<file path="src/design/dti_pkg.sv">
// shared types and constants for the diffusion table interpolator
`timescale 1ns / 1ps
`default_nettype none

package dti_pkg;

    localparam int TEMP_W = 32;
    localparam int VAL_W  = 24;
    localparam int IDX_W  = 6;
    localparam int RES_W  = 32;
    localparam int STAT_W = 2;
    localparam int CFG_W  = 7;

    // hbar*c*0.001/(2*pi) in Q.48
    localparam int KW = 34;
    localparam logic [KW-1:0] SCALE_K = 34'd8839880480;

    // magnitude of the line value, split in two halves for the scale multiply
    localparam int MAG_W  = 58;
    localparam int HALF_W = 29;
    localparam int ACC_W  = MAG_W + KW;
    // numerator of the segment division and quotient register
    localparam int DIV1_W = 57;
    localparam int QUO_W  = 58;

    localparam logic MODE_LOAD  = 1'b0;
    localparam logic MODE_QUERY = 1'b1;

    localparam logic [STAT_W-1:0] ST_OK   = 2'd0;
    localparam logic [STAT_W-1:0] ST_ZERO = 2'd1;
    localparam logic [STAT_W-1:0] ST_FEW  = 2'd2;
    localparam logic [STAT_W-1:0] ST_SAT  = 2'd3;

    typedef enum logic [2:0] {
        CMD_LOAD,
        CMD_SKIP,
        CMD_FEW,
        CMD_ZERO,
        CMD_QUERY
    } cmd_kind_t;

    typedef struct packed {
        cmd_kind_t                kind;
        logic [IDX_W-1:0]         idx;
        logic [TEMP_W-1:0]        temp;
        logic signed [VAL_W-1:0]  value;
    } cmd_t;

    typedef enum logic [4:0] {
        S_IDLE,
        S_RD_LAST,
        S_CHECK,
        S_SEARCH,
        S_FETCH0,
        S_FETCH1,
        S_FETCH2,
        S_MUL,
        S_PREP1,
        S_DIV1,
        S_INTERP,
        S_MULA,
        S_MULB,
        S_PREP2,
        S_DIV2,
        S_SAT,
        S_FINISH
    } back_state_t;

endpackage

`default_nettype wire

</file>
<file path="src/design/dti_front.sv">
// front end: config register, item classification and command queue
`timescale 1ns / 1ps
`default_nettype none

module dti_front #(
    parameter int TABLE_POINTS = 64,
    localparam int NW = $clog2(TABLE_POINTS + 1)
) (
    input  wire logic                       clk,
    input  wire logic                       rst_n,
    input  wire logic                       in_valid,
    output logic                            in_stall,
    input  wire logic                       mode,
    input  wire logic [dti_pkg::IDX_W-1:0]  entry_index,
    input  wire logic [dti_pkg::TEMP_W-1:0] temperature,
    input  wire logic signed [dti_pkg::VAL_W-1:0] table_value,
    input  wire logic                       cfg_valid,
    output logic                            cfg_ready,
    input  wire logic [dti_pkg::CFG_W-1:0]  points_in_use,
    output dti_pkg::cmd_t                   cmd,
    output logic                            cmd_valid,
    input  wire logic                       cmd_pop,
    output logic [NW-1:0]                   n
);

    logic [dti_pkg::CFG_W-1:0] pts_reg;
    dti_pkg::cmd_t q_reg [2];
    logic          wr_ptr_reg;
    logic          rd_ptr_reg;
    logic [1:0]    count_reg;
    logic [1:0]    count_next;
    logic          push;
    logic [31:0]   pts_wide;
    dti_pkg::cmd_t entry;

    assign cfg_ready = 1'b1;
    assign pts_wide  = 32'(pts_reg);
    assign n = (pts_wide > 32'(TABLE_POINTS)) ? NW'(TABLE_POINTS) : NW'(pts_wide);

    always_comb
    begin
        entry.idx   = entry_index;
        entry.temp  = temperature;
        entry.value = table_value;
        if (mode == dti_pkg::MODE_LOAD)
        begin
            entry.kind = (32'(entry_index) < 32'(TABLE_POINTS)) ?
                         dti_pkg::CMD_LOAD : dti_pkg::CMD_SKIP;
        end
        else if (n < NW'(2))
        begin
            entry.kind = dti_pkg::CMD_FEW;
        end
        else if (temperature == '0)
        begin
            entry.kind = dti_pkg::CMD_ZERO;
        end
        else
        begin
            entry.kind = dti_pkg::CMD_QUERY;
        end
    end

    assign in_stall  = (count_reg == 2'd2);
    assign push      = in_valid && !in_stall;
    assign cmd_valid = (count_reg != 2'd0);
    assign cmd       = q_reg[rd_ptr_reg];

    always_comb
    begin
        count_next = count_reg;
        if (push && !cmd_pop)
        begin
            count_next = count_reg + 2'd1;
        end
        else if (!push && cmd_pop)
        begin
            count_next = count_reg - 2'd1;
        end
    end

    always_ff @(posedge clk or negedge rst_n)
    begin
        if (!rst_n)
        begin
            pts_reg    <= '0;
            wr_ptr_reg <= 1'b0;
            rd_ptr_reg <= 1'b0;
            count_reg  <= 2'd0;
        end
        else
        begin
            if (cfg_valid && cfg_ready)
            begin
                pts_reg <= points_in_use;
            end
            if (push)
            begin
                wr_ptr_reg <= !wr_ptr_reg;
            end
            if (cmd_pop)
            begin
                rd_ptr_reg <= !rd_ptr_reg;
            end
            count_reg <= count_next;
        end
    end

    always_ff @(posedge clk)
    begin
        if (push)
        begin
            q_reg[wr_ptr_reg] <= entry;
        end
    end

    a_pop_nonempty: assert property (@(posedge clk) disable iff (!rst_n)
        cmd_pop |-> count_reg != 2'd0)
        else $error("queue popped while empty");

    a_count_bound: assert property (@(posedge clk) disable iff (!rst_n)
        count_reg != 2'd3)
        else $error("queue count out of range");

    a_push_count: assert property (@(posedge clk) disable iff (!rst_n)
        (push && !cmd_pop) |=> count_reg != 2'd0)
        else $error("pushed transfer lost");

endmodule

`default_nettype wire

</file>
<file path="config.mk">
export PLATFORM = sky130hd
export DESIGN_NAME = dti_front
export DESIGN_NICKNAME = d
export VERILOG_FILES = /design/src/design/dti_pkg.sv /design/src/design/dti_front.sv
export SDC_FILE = /design/constraint.sdc
export NUM_CORES = 1
export LEC_CHECK = 0
export ABC_AREA = 1
export BUFFER_PORTS_ARGS = -buffer_cell sky130_fd_sc_hd__buf_2
export CORE_ASPECT_RATIO = 1.5
export CORE_MARGIN = 3
export CORE_UTILIZATION = 50
export DETAILED_ROUTE_END_ITERATION = 12
export PLACE_DENSITY_LB_ADDON = 0.15
export SYNTH_ARGS = -nofsm -noshare
export SYNTH_HDL_FRONTEND = slang
export SYNTH_SLANG_ARGS = --single-unit
</file>
<file path="constraint.sdc">
create_clock -name clk -period 4.8 [get_ports clk]
set_input_delay 0.96 -clock clk [delete_from_list [all_inputs] [get_ports clk]]
set_output_delay 0.96 -clock clk [all_outputs]
set_load 0.1 [all_outputs]
</file>
# Word-level counts from Yosys, hierarchy flattened
# Memory sizes are Yosys's and may differ from the RTL's.
# Cells that the tools add are included.
[word_totals]
ff_bits = 11
ramBits = 130
inputBits = 75
output_inout_bits = 75
memories = 1
[classes]
n_addsub = 2
magnitude_cmp = 2
eq_ne = 1
muxes = 8
reduce_logical = 11
[mem_list]
columns = ["name", "words", "width", "read_ports", "rd_ports_with_merged_regs", "wr", "line", "rtl"]
rows = [
  ["q_reg", 2, 65, 1, 0, 1, "dti_front.sv:27", "dti_pkg::cmd_t q_reg [2];"],
]
[op_table]
columns = ["operator", "n"]
rows = [
  ["$logic_not 32->1", 1],
  ["$mux 3", 3],
  ["$gt 7x7->1 const B", 1],
  ["$lt 7x2->1 const B", 1],
  ["$mux 7", 1],
  ["$logic_not 1->1", 5],
  ["$mux 2", 2],
  ["$reduce_bool 2->1", 2],
  ["$logic_and 1x1->1", 3],
  ["$add 2x1->2 const B", 1],
  ["$eq 2x2->1 const B", 1],
  ["$mux 1", 2],
  ["$sub 2x1->2 const B", 1],
]

# Depth between registers and ports, before layout
# Gate-level depths: netlist of the first run.
[depth]
ltp_word = 7
depth_mapped = 7
mapped_depth_nobuf = 7

# Worst setup path after synthesis of the first run
# No wires, ideal clock.
[synth_timing]
path_kind = "input to register"
start = "input port in_valid"
end = "memory q_reg[1][0] in the netlist's numbering (enable)"
setup_time_ps = 490
arrival_time_ps = 3840
t_required_ps = 4310
slack_ps = 470
path_stages = 2
cell_sequence = "o21ai_0 -> nor2_1"
[synth_via]
elab_chain_cells = 3
[synth_lines]
columns = ["item", "line", "rtl"]
rows = [
  ["from (decl)", "dti_front.sv:11", "input wire logic in_valid,"],
  ["$logic_and 1x1->1", "dti_front.sv:65", "assign push = in_valid && !in_stall;"],
  ["$mux 1", "dti_front.sv:111", "if (push)"],
  ["$mux 1 (not written as such)", "dti_front.sv:113", "q_reg[wr_ptr_reg] <= entry;"],
  ["to (decl)", "dti_front.sv:27", ""],
]
# No other way between the ends.

==> results of run 1 <==
cell families (layout without fill, tap and decap cells):
family                     Yosys count  after routing
DFF                                141            141
muxes                               65             65
and+or+nand+nor                     55             55
buffers and inverters               25            195
AOI/OAI and AO/OA                   15             15
xor gates and xnor gates             3              3
adders and majority gates            1              1
other                                1              2
how the worst min path moves through the flow:
stage | startpoint | to | slack [ns] | cells past startpoint
after floorplan | count_reg[0]$_DFFE_PN0P_ | count_reg[0]$_DFFE_PN0P_ | 0.48 | 1
after global placement | count_reg[0]$_DFFE_PN0P_ | count_reg[0]$_DFFE_PN0P_ | 0.50 | 1
after detailed placement | count_reg[0]$_DFFE_PN0P_ | count_reg[0]$_DFFE_PN0P_ | 0.51 | 1
after CTS | rst_n | count_reg[1]$_DFFE_PN0P_ | 0.41 | 1
after global routing | rst_n | count_reg[1]$_DFFE_PN0P_ | 0.42 | 1
final | rst_n | count_reg[1]$_DFFE_PN0P_ | 0.42 | 1
layout make-up:
| type | instances | area [um2] | share of cell area (%) |
|---|---|---|---|
| inverter | 14 | 52.55 | 0.7501 |
| multi-input combinational | 140 | 1229 | 17.54 |
| clock inverter | 13 | 173.9 | 2.483 |
| clock buffer | 18 | 429.2 | 6.126 |
| tap | 144 | 180.2 | 2.572 |
| timing repair buffer | 150 | 755.7 | 10.79 |
| antenna | 1 | 2.502 | 0.03572 |
| sequential | 141 | 4183 | 59.71 |
cells in the mapped netlist:
cell type and count:
edfxtp_1 130, buf_2 2, mux2_4 40, nand2_1 20
buf_6 5, clkbuf_1 2, mux2_2 25, nand3_1 1
nor3_1 2, dfrtp_1 11, conb_1 1, nand3b_1 1
xnor2_1 1, nor2_1 31, a21oi_1 6, o21ai_0 9
buf_4 1, ha_1 1, inv_1 14, clkbuf_2 1
xor2_1 2
worst reg2reg max path, delay by kind of cell (launching register included):
kind / cells / cell delay (ns)
buffers and inverters: 1 / 0.16
AOI/OAI and AO/OA: 3 / 0.82
adders and majority gates: 1 / 0.34
DFF: 1 / 0.41
xor gates and xnor gates: 1 / 0.15
metal layers:
layer  GRT usage [%]  up-vias  share of wire [%]
met4           7.190        0                1.7
li1                -     1450                  -
met2           28.41      108                 53
met1           18.78     1472                 39
met5               0        -                  0
met3           5.853       14                6.7
stage by stage:
stage	worst slack, ns	utilization, %	area, um2	hold WS (ns)
2_1_floorplan	0.4697	-	5532	0.4822
3_3_place_gp	1.902	59.78	6400	0.4995
3_5_place_dp	1.898	59.78	6400	0.5094
4_1_cts	1.454	65.42	7003	0.4128
5_1_grt	1.377	65.44	7005	0.4192
6_report	1.455	65.44	7005	0.4237
==> run summary, run 1 <==
largest net degree at the start of global routing = 67
synth-to-layout area growth = 26.65%
delay-heaviest family, CP = flip-flops
Starting Density = 51.67%
Slew @ Worst Pin = 1.136 ns
I/O Buffers = 148
Synth Area in Simple Gates = 3.868%
Yosys top cell area share = 70.57%
mux cell area share after synthesis = 15.95%
Non-Filler Instances = 621
Seq cells post-synth = 141
cell type with the largest total area after synthesis = edfxtp_1
Critical Path End Type = primary output
post-synthesis xor/xnor area fraction = 0.4750%
yosys synthesis warning count = 0
Worst-Skew Late Latency = 0.40 ns
fin. max-slew vios = 0
worst r2r path cells = 6
min cycle time layout = 3.345 ns
CTS clock-pin slew for the worst setup and hold paths = 0.05 ns
Reg-to-Reg End = count_reg[1]$_DFFE_PN0P_
first-pass GRT wire length = 15.43 mm
Wirelength per Cell = 15.86 um
critical path's largest stage delay = 1.08 ns
number of flip-flops in the largest register = 130
Final Hold Viols = 0
Fmax = 298.9 MHz
worst-path cell chain = mux2_2, buf_2
Final ANT Viol Nets = 0
initial DRC count = 121
clock skew = 0.005400 ns
critical path class = reg -> out
CTS Hold Bufs = 0
Core Area = 10710 um2
Clock Sinks = 141
cts repair resizes = 0
WP data arrival = 2.39 ns
Die ar. = 12390 um2
HP Class = in -> async
r2r setup slk = 2.79 ns
relative slew slack = 24.23%
vias in the first global route = 3096
setup TNS = 0 ns
crit path max fanout = 66
final worst path period share = 69.69%
drt total wl = 9.849 mm
max_cap viols = 0
Vias = 3044
CP Data Required Time = 3.84 ns
routability congestion estimate = 0.7104
compound-cell area share of the yosys netlist = 1.357%
Post-Syn Area = 5532 um2
top cells by area, synth = edfxtp_1 (71%), mux2_4 (11%), mux2_2 (5.1%)
CP max stage cell = dfrtp_4
io pins = 150
status = finished, final reports clean
Worst Path Buf+Inv = 1
Row Count = 46
critical path launch point = rd_ptr_reg$_DFFE_PN0P_
Overall Global Routing Usage = 16.61%
DRC viols = 0
CTS tree = yes
layout cells sized above 1 = 51.68%
CTS Buffer Depth = 2
Syn Area/Cell = 18.08 um2
Fill cells = 821
root buf cell = clkbuf_16
post-placement cell count = 589
adder-cell share of the synthesized area = 0.2262%
post-DR vias/cell = 4.902
leading cell type in the layout, fill and taps excluded = buf_2
Worst Setup EP = cmd[0]
Synth Net Count = 382
sequential-to-total area share from yosys stat = 75.55%
Critical Path Source Type = flop
first-pass iteration count of the detailed router = 5
post-DP HPWL = 6.518 mm
Die Y = 134.8 um
TritonCTS Buffers = 17
combinational family with the most area after synthesis = multiplexers
initial antenna violation count = 1
CP Depth = 2
GRT Residual Overflow = 0
RSZ-0062 raised after global routing = false
CTS H-tree depth = 4
Finish-stage setup viols = 0
launching point of the worst reg2reg path = count_reg[0]$_DFFE_PN0P_
Cells after Synth = 306
Die X = 91.88 um
Distinct cells, synth = 21
# Post-CTS Setup Buffers = 0
final net count = 540
commonest non-fill, non-tap cells in the layout = buf_2 (148), edfxtp_1 (130), mux2_4 (40), nor2_1 (29), mux2_2 (25)
Power of run 1 is not shown: default switching activity piles up to over one toggle a cycle in this logic, so the estimate is an artifact.
==> run 2, diff against run 1 <==
--- a/config.mk
+++ b/config.mk
@@ -5,7 +5,7 @@
 export SDC_FILE = /design/constraint.sdc
 export NUM_CORES = 1
 export LEC_CHECK = 0
-export ABC_AREA = 1
+export ABC_AREA = 0
 export BUFFER_PORTS_ARGS = -buffer_cell sky130_fd_sc_hd__buf_2
 export CORE_ASPECT_RATIO = 1.5
 export CORE_MARGIN = 3
==> constraint.sdc (replaced) <==
create_clock -name clk -period 3.1 [get_ports clk]
set_input_delay 0.62 -clock clk [delete_from_list [all_inputs] [get_ports clk]]
set_output_delay 0.62 -clock clk [all_outputs]
set_load 0.1 [all_outputs]
==> run 2 against run 1 <==
Against the previous run:
- via count fell by 5.7%
- synthesized cell count shrank 14%
- final cell count fell by 6.4%
- first-iteration DRC count down 34%
- critical path depth rose by 1
- sequential share of layout area rose by 0.86 points
- final area is 1.5% lower
- critical path type unchanged
- critical endpoint is now cmd[54]
==> run summary, run 2 <==
Die X = 90.35 um (was 91.88 um)
drt total wl = 9.841 mm (was 9.849 mm)
post-DR vias/cell = 4.940 (was 4.902)
worst-path cell chain = buf_12, mux2_2, buf_2 (was mux2_2, buf_2)
io pins = 150 (unchanged)
Critical Path Source Type = flop (unchanged)
Top Metal Used = met4 (unchanged)
commonest non-fill, non-tap cells in the layout = buf_2 (148), edfxtp_1 (130), mux2_2 (72), clkbuf_16 (17), dfrtp_1 (10) (was buf_2 (148), edfxtp_1 (130), mux2_4 (40), nor2_1 (29), mux2_2 (25))
crit path max fanout = 25 (was 66)
post-DP HPWL = 6.740 mm (was 6.518 mm)
Syn Area/Cell = 20.21 um2 (was 18.08 um2)
number of flip-flops in the largest register = 130 (unchanged)
first-pass iteration count of the detailed router = 4 (was 5)
CTS Buffer Depth = 2 (unchanged)
final net count = 503 (was 540)
I/O Buffers = 148 (unchanged)
Slew @ Worst Pin = 0.6212 ns (was 1.136 ns)
sequential-to-total area share from yosys stat = 78.31% (was 75.55%)
Row Count = 45 (was 46)
final worst path period share = 86.39%
Cells after Synth = 264 (was 306)
layout cells sized above 1 = 60.23% (was 51.68%)
met2 wire length = 5.376 mm (was 5.192 mm)
Starting Density = 52.08% (was 51.67%)
relative slew slack = 58.59% (was 24.23%)
routability congestion estimate = 0.6848 (was 0.7104)
Critical Path End Type = primary output (unchanged)
Clock Sinks = 141 (unchanged)
vias in the first global route = 3142 (was 3096)
Core Area = 10250 um2 (was 10710 um2)
Final Core Density = 67.35% (was 65.44%)
TritonCTS Buffers = 17 (unchanged)
Distinct cells, synth = 24 (was 21)
r2r setup slk = 1.30 ns (was 2.79 ns)
Wirelength per Cell = 16.94 um (was 15.86 um)
Finish-stage setup viols = 0 (unchanged)
HP Class = in -> async (unchanged)
Yosys top cell area share = 73.15% (was 70.57%)
Fill cells = 754 (was 821)
Post-Syn Area = 5336 um2 (was 5532 um2)
DRC viols = 0 (unchanged)
number of flops mapped to enable cells by yosys = 130 (unchanged)
root buf cell = clkbuf_16 (unchanged)
CTS H-tree depth = 4 (unchanged)
min cycle time layout = 2.678 ns
CTS tree = yes (unchanged)
Worst-Skew Late Latency = 0.40 ns (about the same)
CP max stage cell = dfrtp_2 (was dfrtp_4)
Die Y = 132.5 um (was 134.8 um)
initial DRC count = 80 (was 121)
top cells by area, synth = edfxtp_1 (73%), mux2_2 (15%), dfrtp_1 (5.2%) (was edfxtp_1 (71%), mux2_4 (11%), mux2_2 (5.1%))
Die ar. = 11970 um2 (was 12390 um2)
leading cell type in the layout, fill and taps excluded = buf_2 (unchanged)
max_cap viols = 0 (unchanged)
initial antenna violation count = 0 (was 1)
Seq cells post-synth = 141 (unchanged)
met3 routed WL = 602 um (was 656 um)
WP data arrival = 2.06 ns (was 2.39 ns)
Overall Global Routing Usage = 17.16% (was 16.61%)
cell type with the largest total area after synthesis = edfxtp_1 (unchanged)
RSZ-0062 raised after global routing = false (unchanged)
setup TNS = 0 ns (unchanged)
Async SR Flop Fraction = 7.801% (unchanged)
yosys synthesis warning count = 0 (unchanged)
synth-to-layout area growth = 29.33% (was 26.65%)
Post-synth top cells = edfxtp_1 (130), mux2_2 (72), dfrtp_1 (11) (was edfxtp_1 (130), mux2_4 (40), nor2_1 (31))
largest net degree at the start of global routing = 66 (was 67)
Vias = 2870 (was 3044)
critical path class = reg -> out (unchanged)
CP Data Required Time = 2.48 ns (was 3.84 ns)
# Post-CTS Setup Buffers = 0 (unchanged)
fin. max-slew vios = 0 (unchanged)
GRT Residual Overflow = 0 (unchanged)
CTS clock-pin slew for the worst setup and hold paths = 0.06 ns (was 0.05 ns)
CTS Hold Bufs = 0 (unchanged)
critical path's largest stage delay = 0.72 ns (was 1.08 ns)
Fmax = 373.4 MHz
status = finished, final reports clean (unchanged)
main flop type after synthesis = edfxtp_1 (unchanged)
first-pass GRT wire length = 15.60 mm (was 15.43 mm)
count leader, synth = edfxtp_1 (unchanged)
Final Hold Viols = 0 (unchanged)
cts repair resizes = 0 (unchanged)
wl on met1 = 3.672 mm (was 3.831 mm)
Synth Net Count = 340 (was 382)
clock skew = 0.009517 ns (was 0.005400 ns)
ant diodes = 0 (was 1)
Final ANT Viol Nets = 0 (unchanged)
-- run 2: critical path, delay by kind of cell, from the launching register on --
kind | cells | cell delay, ns
buf+inv | 2 | 0.55
flops | 1 | 0.72
mux | 1 | 0.36
-- run 2: logic make-up (layout without fill, tap and decap cells) --
family / count (synthesis) / after routing / share of synthesized area, %
buffers and inverters: 13 / 189 / 1.688
adder cells (fa/ha/maj): 1 / 1 / 0.2344
flip-flops: 141 / 141 / 78.31
AO/OA/AOI/OAI: 1 / 1 / 0.09370
multiplexers: 72 / 72 / 15.19
XOR/XNOR: 5 / 5 / 0.8208
AND/OR/NAND/NOR: 30 / 30 / 3.588
other: 1 / 1 / 0.07027
-- run 2: worst paths after layout --
check | end | startpoint | depth (start not counted)
setup / recovery | cmd[54] | rd_ptr_reg$_DFFE_PN0P_ | 3
hold / removal | pts_reg[5]$_DFFE_PN0P_ | rst_n | 1
setup reg to reg | q_reg[1][17]$_DFFE_PP_ | count_reg[0]$_DFFE_PN0P_ | 3
hold reg to reg | count_reg[1]$_DFFE_PN0P_ | count_reg[1]$_DFFE_PN0P_ | 1
max in group asynchronous | rd_ptr_reg$_DFFE_PN0P_ | rst_n | 1
min in group clk | q_reg[1][0]$_DFFE_PP_ | table_value[0] | 1
-- run 2: through the flow --
stage                     hold slack, ns  cell area (um2)  setup WS [ns]  cells
after detailed placement          0.4826             6280         0.7936    549
after global placement            0.4793             6280         0.8035    549
final                            0.07665             6902         0.4219    581
after global routing             0.07121             6902         0.3291    581
after CTS                        0.06445             6902         0.3398    581
after floorplan                   0.3244             5339         0.2731    264
-- run 2: layout make-up --
class | count | area (um2) | share of cell area (%)
Clock inverter | 14 | 192.7 | 2.792
Multi-Input combinational cell | 110 | 1076 | 15.59
Clock buffer | 18 | 429.2 | 6.218
Timing Repair Buffer | 154 | 835.8 | 12.11
Tap cell | 141 | 176.4 | 2.556
Inverter | 3 | 11.26 | 0.1632
Sequential cell | 141 | 4180 | 60.57
-- run 2: per-layer routing --
layer  GRT usage (%)  vias to the layer above
met1           17.60                     1410
met3           6.257                       14
met2           31.48                       91
met4           6.729                        0
met5               0                        -
li1                -                     1355
Power of run 2 is left out for the same reason.
